`src/sv/ipv4rx_pkg.sv`:
```
// Shared types, codes and a helper function for the IPv4 receive header checker.
package ipv4rx_pkg;

	localparam logic [2:0] VERDICT_DELIVER   = 3'd0;
	localparam logic [2:0] VERDICT_SHORT     = 3'd1;
	localparam logic [2:0] VERDICT_VERSION   = 3'd2;
	localparam logic [2:0] VERDICT_CHECKSUM  = 3'd3;
	localparam logic [2:0] VERDICT_DEST      = 3'd4;
	localparam logic [2:0] VERDICT_TRUNCATED = 3'd5;
	localparam logic [2:0] VERDICT_PROTO     = 3'd6;

	localparam logic [7:0] PROTO_ICMP = 8'd1;
	localparam logic [7:0] PROTO_TCP  = 8'd6;
	localparam logic [7:0] PROTO_UDP  = 8'd17;

	localparam logic [3:0]  IP_VERSION     = 4'd4;
	localparam logic [16:0] MIN_HEADER_LEN = 17'd20;

	typedef enum logic [3:0] {
		FLD_NONE,
		FLD_VER_IHL,
		FLD_LEN_HI,
		FLD_LEN_LO,
		FLD_PROTO,
		FLD_CSUM_HI,
		FLD_CSUM_LO,
		FLD_SRC,
		FLD_DST
	} field_t;

	typedef struct packed {
		logic [7:0]  rx_byte;
		logic        last_byte;
		field_t      field;
		logic [1:0]  lane;
		logic        in_sum;
		logic [15:0] index;
	} rx_entry_t;

	function automatic logic [15:0] ones_add(input logic [15:0] a, input logic [15:0] b);
		logic [16:0] s;
		s = {1'b0, a} + {1'b0, b};
		return s[15:0] + {15'd0, s[16]};
	endfunction

endpackage

```
`src/sv/ipv4rx_back.sv`:
```
// Back end: captures header fields, folds the checksum and produces results.
module ipv4rx_back import ipv4rx_pkg::*; (
	input  logic        clk,
	input  logic        arst_n,
	input  logic [31:0] local_ip_q,
	input  logic        q_not_empty,
	input  rx_entry_t   head,
	output logic        q_pop,
	output logic        out_valid,
	input  logic        out_stall,
	output logic [7:0]  payload_byte,
	output logic        payload_valid,
	output logic        packet_end,
	output logic [2:0]  verdict,
	output logic [7:0]  protocol,
	output logic [31:0] source_addr
);

	logic [3:0]  header_words_q, header_words_d;
	logic [3:0]  version_q, version_d;
	logic [15:0] total_length_q, total_length_d;
	logic [7:0]  protocol_q, protocol_d;
	logic [31:0] source_q, source_d;
	logic [31:0] dest_q, dest_d;
	logic [15:0] sum_q, sum_d;
	logic [7:0]  high_q, high_d;
	logic [15:0] rsum_q, rsum_d;

	logic        out_valid_q;
	logic [7:0]  payload_byte_q;
	logic        payload_valid_q;
	logic        packet_end_q;
	logic [2:0]  verdict_q;
	logic [7:0]  protocol_out_q;
	logic [31:0] source_out_q;

	logic [7:0]  sum_byte;
	logic [16:0] count;
	logic        is_payload;
	logic [2:0]  verdict_d;

	assign q_pop = q_not_empty & (~out_valid_q | ~out_stall);

	always_comb begin
		header_words_d = header_words_q;
		version_d      = version_q;
		total_length_d = total_length_q;
		protocol_d     = protocol_q;
		source_d       = source_q;
		dest_d         = dest_q;
		rsum_d         = rsum_q;
		sum_d          = sum_q;
		high_d         = high_q;

		unique case (head.field)
			FLD_VER_IHL: begin
				version_d      = head.rx_byte[7:4];
				header_words_d = head.rx_byte[3:0];
			end
			FLD_LEN_HI:  total_length_d[15:8] = head.rx_byte;
			FLD_LEN_LO:  total_length_d[7:0]  = head.rx_byte;
			FLD_PROTO:   protocol_d = head.rx_byte;
			FLD_CSUM_HI: rsum_d[15:8] = head.rx_byte;
			FLD_CSUM_LO: rsum_d[7:0]  = head.rx_byte;
			FLD_SRC: begin
				unique case (head.lane)
					2'd0: source_d[31:24] = head.rx_byte;
					2'd1: source_d[23:16] = head.rx_byte;
					2'd2: source_d[15:8]  = head.rx_byte;
					default: source_d[7:0] = head.rx_byte;
				endcase
			end
			FLD_DST: begin
				unique case (head.lane)
					2'd0: dest_d[31:24] = head.rx_byte;
					2'd1: dest_d[23:16] = head.rx_byte;
					2'd2: dest_d[15:8]  = head.rx_byte;
					default: dest_d[7:0] = head.rx_byte;
				endcase
			end
			default: ;
		endcase

		// The checksum field itself is summed as zero.
		sum_byte = (head.field == FLD_CSUM_HI || head.field == FLD_CSUM_LO) ? 8'd0 : head.rx_byte;
		if (head.in_sum) begin
			if (!head.index[0]) begin
				high_d = sum_byte;
			end else begin
				sum_d = ones_add(sum_q, {high_q, sum_byte});
			end
		end
	end

	always_comb begin
		count      = {1'b0, head.index} + 17'd1;
		is_payload = head.index >= 16'd4
			&& head.index >= {10'd0, header_words_d, 2'b00}
			&& head.index < total_length_d;

		verdict_d = VERDICT_DELIVER;
		if (head.last_byte) begin
			if (count < MIN_HEADER_LEN) begin
				verdict_d = VERDICT_SHORT;
			end else if (version_d != IP_VERSION) begin
				verdict_d = VERDICT_VERSION;
			end else if (~sum_d != rsum_d) begin
				verdict_d = VERDICT_CHECKSUM;
			end else if (dest_d != local_ip_q) begin
				verdict_d = VERDICT_DEST;
			end else if ({1'b0, total_length_d} > count) begin
				verdict_d = VERDICT_TRUNCATED;
			end else if (protocol_d != PROTO_ICMP && protocol_d != PROTO_TCP
				&& protocol_d != PROTO_UDP) begin
				verdict_d = VERDICT_PROTO;
			end
		end
	end

	// Packet state returns to zero after the last byte so the next packet starts clean.
	always_ff @(posedge clk or negedge arst_n) begin
		if (!arst_n) begin
			header_words_q <= '0;
			version_q      <= '0;
			total_length_q <= '0;
			protocol_q     <= '0;
			source_q       <= '0;
			dest_q         <= '0;
			sum_q          <= '0;
			high_q         <= '0;
			rsum_q         <= '0;
			out_valid_q    <= 1'b0;
		end else begin
			if (q_pop) begin
				if (head.last_byte) begin
					header_words_q <= '0;
					version_q      <= '0;
					total_length_q <= '0;
					protocol_q     <= '0;
					source_q       <= '0;
					dest_q         <= '0;
					sum_q          <= '0;
					high_q         <= '0;
					rsum_q         <= '0;
				end else begin
					header_words_q <= header_words_d;
					version_q      <= version_d;
					total_length_q <= total_length_d;
					protocol_q     <= protocol_d;
					source_q       <= source_d;
					dest_q         <= dest_d;
					sum_q          <= sum_d;
					high_q         <= high_d;
					rsum_q         <= rsum_d;
				end
				out_valid_q <= 1'b1;
			end else if (!out_stall) begin
				out_valid_q <= 1'b0;
			end
		end
	end

	always_ff @(posedge clk) begin
		if (q_pop) begin
			payload_byte_q  <= head.rx_byte;
			payload_valid_q <= is_payload;
			packet_end_q    <= head.last_byte;
			verdict_q       <= verdict_d;
			protocol_out_q  <= protocol_d;
			source_out_q    <= source_d;
		end
	end

	assign out_valid     = out_valid_q;
	assign payload_byte  = payload_byte_q;
	assign payload_valid = payload_valid_q;
	assign packet_end    = packet_end_q;
	assign verdict       = verdict_q;
	assign protocol      = protocol_out_q;
	assign source_addr   = source_out_q;

endmodule
```
`config.mk`:
```
export PLATFORM = sky130hd
export DESIGN_NAME = ipv4rx_back
export DESIGN_NICKNAME = d
export VERILOG_FILES = /design/src/sv/ipv4rx_pkg.sv /design/src/sv/ipv4rx_back.sv
export SDC_FILE = /design/constraint.sdc
export NUM_CORES = 1
export LEC_CHECK = 0
export ABC_AREA = 0
export BUFFER_PORTS_ARGS = -buffer_cell sky130_fd_sc_hd__buf_2
export CAP_MARGIN = 0
export CORE_MARGIN = 2
export CORE_UTILIZATION = 62
export CTS_BUF_LIST = sky130_fd_sc_hd__clkbuf_8
export DETAILED_ROUTE_END_ITERATION = 12
export PLACE_DENSITY = 0.94
export SYNTH_ARGS = -nofsm -noshare
export SYNTH_HDL_FRONTEND = slang
export SYNTH_SLANG_ARGS = --single-unit
```
`constraint.sdc`:
```
create_clock -name clk -period 5.9 [get_ports clk]
set_input_delay 1.18 -clock clk [delete_from_list [all_inputs] [get_ports clk]]
set_output_delay 1.18 -clock clk [all_outputs]
set_load 0.03 [all_outputs]
```
-- Word level (Yosys, flattened, before mapping)
Index checks and enable logic that the tools add are counted.
- word-level logic and storage cells: 100
- input bits: 68
- register bits: 190
- output and inout port bits: 55
- eq/ne operators: 18
- $add $sub $neg: 3
- reductions and logical operators: 11
- bitwise operators: 6
- mux-type cells: 39
- magnitude comparators: 5
- operator list (cell ; number):
    8-bit two-way mux ; 18
    32-bit two-way mux ; 4
    16-bit two-way mux ; 5
    32-bit != test ; 1
    16-bit by 1-bit adder with 17-bit output (second input constant) ; 1
    16-bit by 16-bit adder with 17-bit output ; 1
    16-bit by 17-bit > comparator with 1-bit output ; 1
    17-bit by 5-bit < comparator with 1-bit output (second input constant) ; 1
    16-bit by 1-bit adder with 16-bit output ; 1
    4-bit by 3-bit == test with 1-bit output (second input constant) ; 4
    16-bit by 3-bit >= comparator with 1-bit output (second input constant) ; 1
    16-bit by 6-bit >= comparator with 1-bit output ; 1
    16-bit < comparator ; 1
    4-bit two-way mux ; 4
    16-bit != test ; 1
    16-bit NOT ; 1
    3-bit two-way mux ; 3
    4-bit by 2-bit == test with 1-bit output (second input constant) ; 2
    8-bit by 1-bit != test with 1-bit output (second input constant) ; 1
    8-bit by 3-bit != test with 1-bit output (second input constant) ; 1
    8-bit by 5-bit != test with 1-bit output (second input constant) ; 1
    4-bit by 1-bit == test with 1-bit output (second input constant) ; 1
    4-bit == test (second input constant) ; 1
    1-bit logical AND ; 4
    other kinds (17) ; 22

-- Logic depth before layout (Yosys ltp)
Gate-level depths: netlist of the first run.
- depth in word-level cells: 12
- depth in mapped cells: 28
- depth with buffers taken out: 27

-- Worst setup path before layout of the first run
Ideal clock, no wire load.
- kind: input to register
- start point: input head[24] (netlist bit)
- end point: register verdict_q[2] (netlist: verdict[2]), data pin
- path buffers: 2
- data required time: 5.645 ns
- arrival: 5.793 ns
- path slack: -0.148 ns
- stages on the path: 25
- library setup time: 0.255 ns
- cells stage by stage: clkbuf_1 -> clkbuf_1 -> and2_1 -> ha_1 -> inv_1 -> fa_1 -> nor2b_1 -> o221a_1 -> o22a_1 -> and4_1 -> o21ai_1 -> o21ai_0 -> a21oi_1 -> o21bai_1 -> ha_1 -> ha_1 -> nand2_1 -> nor3b_2 -> nand3_1 -> nor4_4 -> xnor3_1 -> a21oi_1 -> a21oi_1 -> and4_1 -> and3_1
- word-level cells in the longest chain between the ends: 8
- elaborated cells on any way between the ends: 28
- classes of those cells: add/sub (2); order compare (1); eq/ne (5); mux (16); bitwise (1); reduce/logical (3)
- ends and longest elaborated chain (item ; line ; RTL):
    start, declared ; ipv4rx_back.sv:7 ; input rx_entry_t head,
    8-bit two-way mux ; ipv4rx_back.sv:85 ; sum_byte = (head.field == FLD_CSUM_HI || head.field == FLD_CSUM_LO) ? 8'd0 : head.rx_byte;
    16-bit by 16-bit adder with 17-bit output ; ipv4rx_pkg.sv:42 ; s = {1'b0, a} + {1'b0, b};
    16-bit by 1-bit adder with 16-bit output ; ipv4rx_pkg.sv:43 ; return s[15:0] + {15'd0, s[16]};
    16-bit two-way mux ; ipv4rx_back.sv:87 ; if (!head.index[0]) begin
    16-bit two-way mux ; ipv4rx_back.sv:86 ; if (head.in_sum) begin
    16-bit NOT ; ipv4rx_back.sv:107 ; end else if (~sum_d != rsum_d) begin
    16-bit != test ; ipv4rx_back.sv:107 ;
    4-bit OR reduction (no line) ; - ;
    end signal, assigned ; ipv4rx_back.sv:168 ; verdict_q <= verdict_d;
    end, declared ; ipv4rx_back.sv:33 ; logic [2:0] verdict_q;
Parallel ways exist; a longest one is shown, timed or not.
A chain may end at the register's enable or synchronous reset.

-- Worst setup path after layout of the first run
- start point: input head[20] (netlist bit)
- end point: register verdict_q[1] (netlist: verdict[1]), data pin
- word-level cells in the longest chain between the ends: 11
- elaborated cells on any way between the ends: 35
- classes of those cells: add/sub (2); order compare (1); eq/ne (13); mux (15); bitwise (1); reduce/logical (3)
- ends and longest elaborated chain (item ; line ; RTL):
    4-bit by 3-bit == test with 1-bit output ; ipv4rx_back.sv:55, ipv4rx_back.sv:85 ;
    1-bit logical OR ; ipv4rx_back.sv:85 ;
    8-bit two-way mux ; ipv4rx_back.sv:85 ;
    16-bit by 16-bit adder with 17-bit output ; ipv4rx_pkg.sv:42 ;
    16-bit by 1-bit adder with 16-bit output ; ipv4rx_pkg.sv:43 ;
    16-bit two-way mux ; ipv4rx_back.sv:87 ;
    16-bit two-way mux ; ipv4rx_back.sv:86 ;
    16-bit NOT ; ipv4rx_back.sv:107 ;
    16-bit != test ; ipv4rx_back.sv:107 ;
    2-bit two-way mux ; ipv4rx_back.sv:107 ;
    2-bit two-way mux * ; ipv4rx_back.sv:105 ; end else if (version_d != IP_VERSION) begin
Every way passes the cells marked *; elsewhere a longest branch is shown, timed or not.

==> reports/results.txt, run 1 <==
gpl congestion -> 0.986
initial antenna violation count -> 0
CTS Buf Count -> 17
net switching power -> 2.09 mW
critical path class -> in2reg
Post-CTS Hold Fix Bufs -> 0
detailed placer's ending HPWL -> 25000 um
global route overflow -> 0
# diodes -> 0
fin area -> 14000 sq um
Tot GR Track Use -> 34.1%
CP Data Required Time -> 6160 ps
status -> completed
Cell Rows -> 51
fmax -> 0.175 GHz
syn avg cell area -> 9.62 sq um
VDD IR max -> 0.205 mV
pwr dens -> 351 nW/um^2
Multi-input gate area -> 6960 sq um
Crit. End Element -> flop
number of synthesized register bits -> 190
CTS tree -> yes
normalized max-slew margin -> 25.5%
Slew Viols, Final -> 0
WL/cell -> 21.4 um
clock transition at the registers of the reported paths -> 110 ps
internal power -> 2.83 mW
largest net degree at the start of global routing -> 90
setup violators final -> 0
CP Data Arrival Time -> 5960 ps
1st-pass router iterations -> 7
CP peak stage delay -> 390 ps
core area -> 19600 sq um
Most used DFF post-synth -> dfrtp_1
# H-tree levels -> 4
share of layout cells above drive strength 1 -> 20.9%
Least-Margin Pin Slew -> 1120 ps
clock sinks -> 190
IO Pins -> 123
WL final -> 36100 um
Root Buffer Master -> clkbuf_8
worst skew pair latency -> 510 ps
Residual DRC -> 0
Post-synth EDFFs -> 53
Slowest-stage cell, CP -> fa_2
chip height -> 146 um
Synth cell types -> 91
initial core utilization -> 63.4%
Reg power frac -> 36.8%
post-synthesis async set-or-reset flop share -> 72.1%
clock power share -> 18.9%
final critical-path share of the clock period -> 96.7%
sw frac -> 42.4%
Nets -> 1531
Mapped Area -> 12400 sq um
Max Root-Sink Buffers -> 2
Vias -> 11093
Register Area -> 5020 sq um
final core utilization -> 71.6%
Max FO, Critical Path -> 4
area grow syn2layout -> 12.9%
Leakage -> 6.44 nW
Final WS setup -> 193 ps
DP Cell Count -> 1653
Seq/Total Area, Yosys -> 40.4%
YS warnings -> 0
syn_nets -> 1411
Setup WS pre-CTS -> -401 ps
dpl cell area -> 13500 sq um
1st-iter DRT viols -> 1307
Chip Width -> 146 um
fill count -> 1396
global-route wire length before repair -> 57600 um
number of global-route vias before repair -> 10918
minimum clock period -> 5710 ps
Hold Path Class -> reg2reg
PortBufs -> 122
die area -> 21200 sq um
Non-Filler Instances -> 1689
Final Hold Fails -> 0
Mapped Cells -> 1291
TNS Setup -> 0 ps
clk_skew -> 26.7 ps
combinational share of power -> 44.3%
Vias/cell -> 6.57
Routed Antenna Nets -> 0
startpoint types -> input port
Max-cap violations -> 0
## critical path: cells and delay by family
family                   cells  cell delay [ps]
AO/OA/AOI/OAI               11             1820
AND/OR/NAND/NOR              8             1160
adder cells (fa/ha/maj)      4              930
XOR/XNOR                     3              670
buffers and inverters        2              190
## state kept, by name, indices dropped and copies added, names as in the netlist
| register | count |
|---|---|
| packet_end | 1 |
| payload_byte | 8 |
| high_q | 8 |
| payload_valid | 1 |
| out_valid | 1 |
| sum_q | 16 |
| verdict | 3 |
| rsum_q | 16 |
| header_words_q | 4 |
| source_q | 32 |
| source_addr | 32 |
| total_length_q | 16 |
| protocol | 8 |
| protocol_q | 8 |
| dest_q | 32 |
| version_q | 4 |
## final cells by class
| cell class | count | share of cell area [%] |
|---|---|---|
| Multi-Input combinational cell | 968 | 49.6 |
| Sequential cell | 190 | 35.8 |
| Timing Repair Buffer | 188 | 7.93 |
| Tap cell | 265 | 2.36 |
| Clock buffer | 17 | 1.67 |
| Clock inverter | 15 | 1.44 |
| Inverter | 46 | 1.23 |
## Yosys cell counts, drive strengths merged, types with 8 or more instances
cell type	instances	area, sq um
a22o	37	324
nor2b	13	81.3
nand3	27	135
inv	44	165
xnor2	39	372
buf	17	93.8
nand2b	10	62.6
nor2	61	229
and3	10	62.6
a21oi	53	265
a22oi	60	450
nand2	146	558
a21o	11	83.8
a31oi	9	68.8
dfrtp	137	3430
nor4	12	90.1
edfxtp	53	1590
nand4	23	150
mux2i	59	591
o21a	11	82.6
ha	51	638
nor3	16	85.1
clkbuf	70	263
mux2	33	372
o21ai	121	609
xor2	62	562
o211ai	8	60.1
## worst paths after layout
check / start / endpoint / cells after the start / slack (ps)
max: head[20] / verdict[1]$_SDFFCE_PP0P_ / 28 / 190
min: total_length_q[13]$_DFFE_PN0P_ / total_length_q[13]$_DFFE_PN0P_ / 2 / 490
max reg2reg: sum_q[0]$_DFFE_PN0P_ / verdict[1]$_SDFFCE_PP0P_ / 24 / 890
min reg2reg: total_length_q[13]$_DFFE_PN0P_ / total_length_q[13]$_DFFE_PN0P_ / 2 / 490
max in group asynchronous: arst_n / header_words_q[0]$_DFFE_PN0P_ / 2 / 3920
min in group asynchronous: arst_n / source_q[10]$_DFFE_PN0P_ / 1 / 740
## cells in the final DEF, fill, tap and decap left out, drive strengths merged, types with 6 or more instances in the layout
master	Yosys	routed
mux2	33	33
o21a	11	11
edfxtp	53	53
xor2	62	62
nand2	146	146
nor2	61	61
xnor2	39	39
a22o	37	37
ha	51	51
a21oi	53	53
a21o	11	11
clkbuf	70	17
o2111ai	6	6
buf	17	188
nand3	27	27
nor4	12	12
nand2b	10	10
a22oi	60	60
nor3	16	16
o211ai	8	8
nor2b	13	13
o21ai	121	121
clkinv	2	9
and3	10	10
nand4	23	23
inv	44	52
dfrtp	137	137
a31oi	9	9
mux2i	59	59
## layer usage
metal	track usage (%)	vias to the layer above	part of all wire, %
met3	5.11	140	9.5
met5	0	-	0
met1	46.7	5354	39
met4	15.3	0	4.4
met2	54.2	646	47
li1	-	4953	-
## cells by family (layout without fill, tap and decap cells)
family,Yosys count,after routing,synth area share (%)
AO/OA/AOI/OAI,364,364,19.8
multiplexers,92,92,7.75
flip-flops,190,190,40.4
AND/OR/NAND/NOR,353,353,13.9
adder cells (fa/ha/maj),53,53,5.39
XOR/XNOR,106,106,8.42
buffers and inverters,133,266,4.26
## repair_timing
action / in CTS / in global routing
endpoints found under the setup margin: 0 / 3
setup buffers: 0 / 4
gates resized for setup: 0 / 14
## power by group through the flow
stage / Sequential [mW] / Combinational, mW / Clock (mW)
finish: 1.81 / 2.18 / 0.931
detailed placement: 1.82 / 2.07 / 0
CTS: 1.80 / 2.09 / 0.926
floorplan: 1.75 / 1.57 / 0
global placement: 1.80 / 2.00 / 0
global route: 1.83 / 2.37 / 0.984
## per-stage QoR
step           total power [mW]  hold slack [ps]
6_report                   4.92              493
5_1_grt                    5.19              528
4_1_cts                    4.81              496
3_5_place_dp               3.89              470
3_3_place_gp               3.81              461
2_1_floorplan              3.32              449
No activity file was read; power rests on OpenSTA's default activity.
==> inputs of run 2 (changes only) <==
--- a/config.mk
+++ b/config.mk
@@ -9,10 +9,11 @@
 export BUFFER_PORTS_ARGS = -buffer_cell sky130_fd_sc_hd__buf_2
 export CAP_MARGIN = 0
 export CORE_MARGIN = 2
-export CORE_UTILIZATION = 62
+export CORE_UTILIZATION = 56
 export CTS_BUF_LIST = sky130_fd_sc_hd__clkbuf_8
 export DETAILED_ROUTE_END_ITERATION = 12
-export PLACE_DENSITY = 0.94
+export PLACE_DENSITY = 0.9
 export SYNTH_ARGS = -nofsm -noshare
 export SYNTH_HDL_FRONTEND = slang
 export SYNTH_SLANG_ARGS = --single-unit
+export TNS_END_PERCENT = 100
==> constraint.sdc (replaced) <==
create_clock -name clk -period 4.87 [get_ports clk]
set_input_delay 0.974 -clock clk [delete_from_list [all_inputs] [get_ports clk]]
set_output_delay 0.974 -clock clk [all_outputs]
set_load 0.03 [all_outputs]
==> reports/results.txt, run 2 (synthesis gave the netlist of run 1 again) <==
Hold Path Class -> reg2reg
TNS Setup -> -961 ps
fill count -> 1580
Max-cap violations -> 0
startpoint types -> input port
Slew Viols, Final -> 0
CTS Buf Count -> 17
GR Layer Usage met1 -> 42.6%
gpl congestion -> 0.961
Residual DRC -> 0
Root Buffer Master -> clkbuf_8
Crit. End Element -> flop
critical path class -> in2reg
Non-Filler Instances -> 1767
violated checks -> negative setup slack
Final WS setup -> -376 ps
worst skew pair latency -> 490 ps
Least-Margin Pin Slew -> 1090 ps
Slowest-stage cell, CP -> fa_2
Max Root-Sink Buffers -> 2
clock sinks -> 190
Cell Rows -> 54
area grow syn2layout -> 18.0%
setup violators final -> 3
VDD IR max -> 0.227 mV
Max FO, Critical Path -> 4
DP Cell Count -> 1723
Vias/cell -> 6.51
Setup WS pre-CTS -> -956 ps
Worst Reg-to-Reg Cells -> 22
hold path depth -> 2
largest net degree at the start of global routing -> 92
chip height -> 153 um
number of global-route vias before repair -> 11388
commonest non-fill, non-tap cell in the layout -> nand2_1
# H-tree levels -> 4
clk_skew -> 18.0 ps
fmax -> 0.191 GHz
Nets -> 1593
pwr dens -> 434 nW/um^2
Chip Width -> 153 um
normalized max-slew margin -> 27.1%
Leakage -> 6.78 nW
WL/cell -> 21.7 um
fin area -> 14700 sq um
Vias -> 11507
dpl cell area -> 14000 sq um
Tot GR Track Use -> 32.4%
CTS tree -> yes
unrepaired setup endpoints after global routing -> true
die area -> 23400 sq um
Routed Antenna Nets -> 0
setup slack, reg-to-reg -> 130 ps
initial antenna violation count -> 1
met3 GRT Util -> 6.35%
initial core utilization -> 56.9%
Final Hold Fails -> 0
CP peak stage delay -> 380 ps
PortBufs -> 122
final hold slack -> 494 ps
1st-pass router iterations -> 6
global route overflow -> 0
core area -> 21800 sq um
1st-iter DRT viols -> 1391
detailed placer's ending HPWL -> 26000 um
IO Pins -> 123
status -> finished, violations left
CP Data Required Time -> 5100 ps
WL final -> 38300 um
CP Data Arrival Time -> 5480 ps
final critical-path share of the clock period -> 108%
commonest cells after routing, fill and taps aside -> 141 x nand2_1, 137 x dfrtp_1, 126 x buf_4
share of layout cells above drive strength 1 -> 25.4%
GR peak layer -> met2
global-route wire length before repair -> 60300 um
Post-CTS Hold Fix Bufs -> 0
minimum clock period -> 5250 ps
clock transition at the registers of the reported paths -> 120 ps
GRT met2 Usage -> 51.4%
==> run 2: cell types whose count changed in the layout (fill, tap and decap cells not counted), sizes merged <==
cell | before | now
buf | 188 | 250
clkinv | 9 | 8
diode | 0 | 1
inv | 52 | 53
==> run 2: area by class of cell <==
type,count,area (sq um),share of cell area (%)
diodes,1,2.50,0.0171
well taps,280,350,2.39
clock buffers,17,234,1.60
repair buffers,250,1610,11.0
flip-flops and latches,190,5020,34.3
multi-input cells,968,7060,48.2
clock inverters,15,204,1.39
inverters,46,173,1.18
==> run 2: metal layers <==
layer  part of all wire [%]  wire [um]  vias up
met3                     11       4050      163
li1                       -          -     5077
met1                     38      14700     5504
met4                    4.8       1830        0
met2                     46      17700      763
met5                      0          0        -
==> run 2: worst paths after layout <==
kind | start | end
min in group asynchronous | arst_n | source_q[13]$_DFFE_PN0P_
max | head[20] | verdict[1]$_SDFFCE_PP0P_
max reg2reg | sum_q[0]$_DFFE_PN0P_ | verdict[1]$_SDFFCE_PP0P_
max in group asynchronous | arst_n | header_words_q[2]$_DFFE_PN0P_
min | total_length_q[13]$_DFFE_PN0P_ | total_length_q[13]$_DFFE_PN0P_
min reg2reg | total_length_q[13]$_DFFE_PN0P_ | total_length_q[13]$_DFFE_PN0P_
==> run 2: worst max-delay path, delay by kind of cell <==
| family | cells | cell delay [ps] |
|---|---|---|
| adders and majority gates | 2 | 610 |
| buffers and inverters | 3 | 270 |
| xor gates and xnor gates | 3 | 490 |
| and+or+nand+nor | 8 | 1520 |
| AOI/OAI and AO/OA | 10 | 1590 |
==> run 2: through the flow <==
step	total power, mW	utilization (%)
global placement	4.88	64.2
floorplan	4.07	-
detailed placement	4.98	64.2
finish	6.36	67.1
CTS	6.19	66.6
global route	6.67	67.1
==> run 2: report_power, final <==
part,switching (mW),internal (mW)
combinational,1.68,1.38
clock,0.735,0.413
sequential,0.272,1.88
total,2.69,3.67
==> run 2: timing repair <==
item,in CTS,in global routing
pin swaps,21,26
endpoints found under the setup margin,5,9
setup buffers,7,4
gates resized for setup,12,17
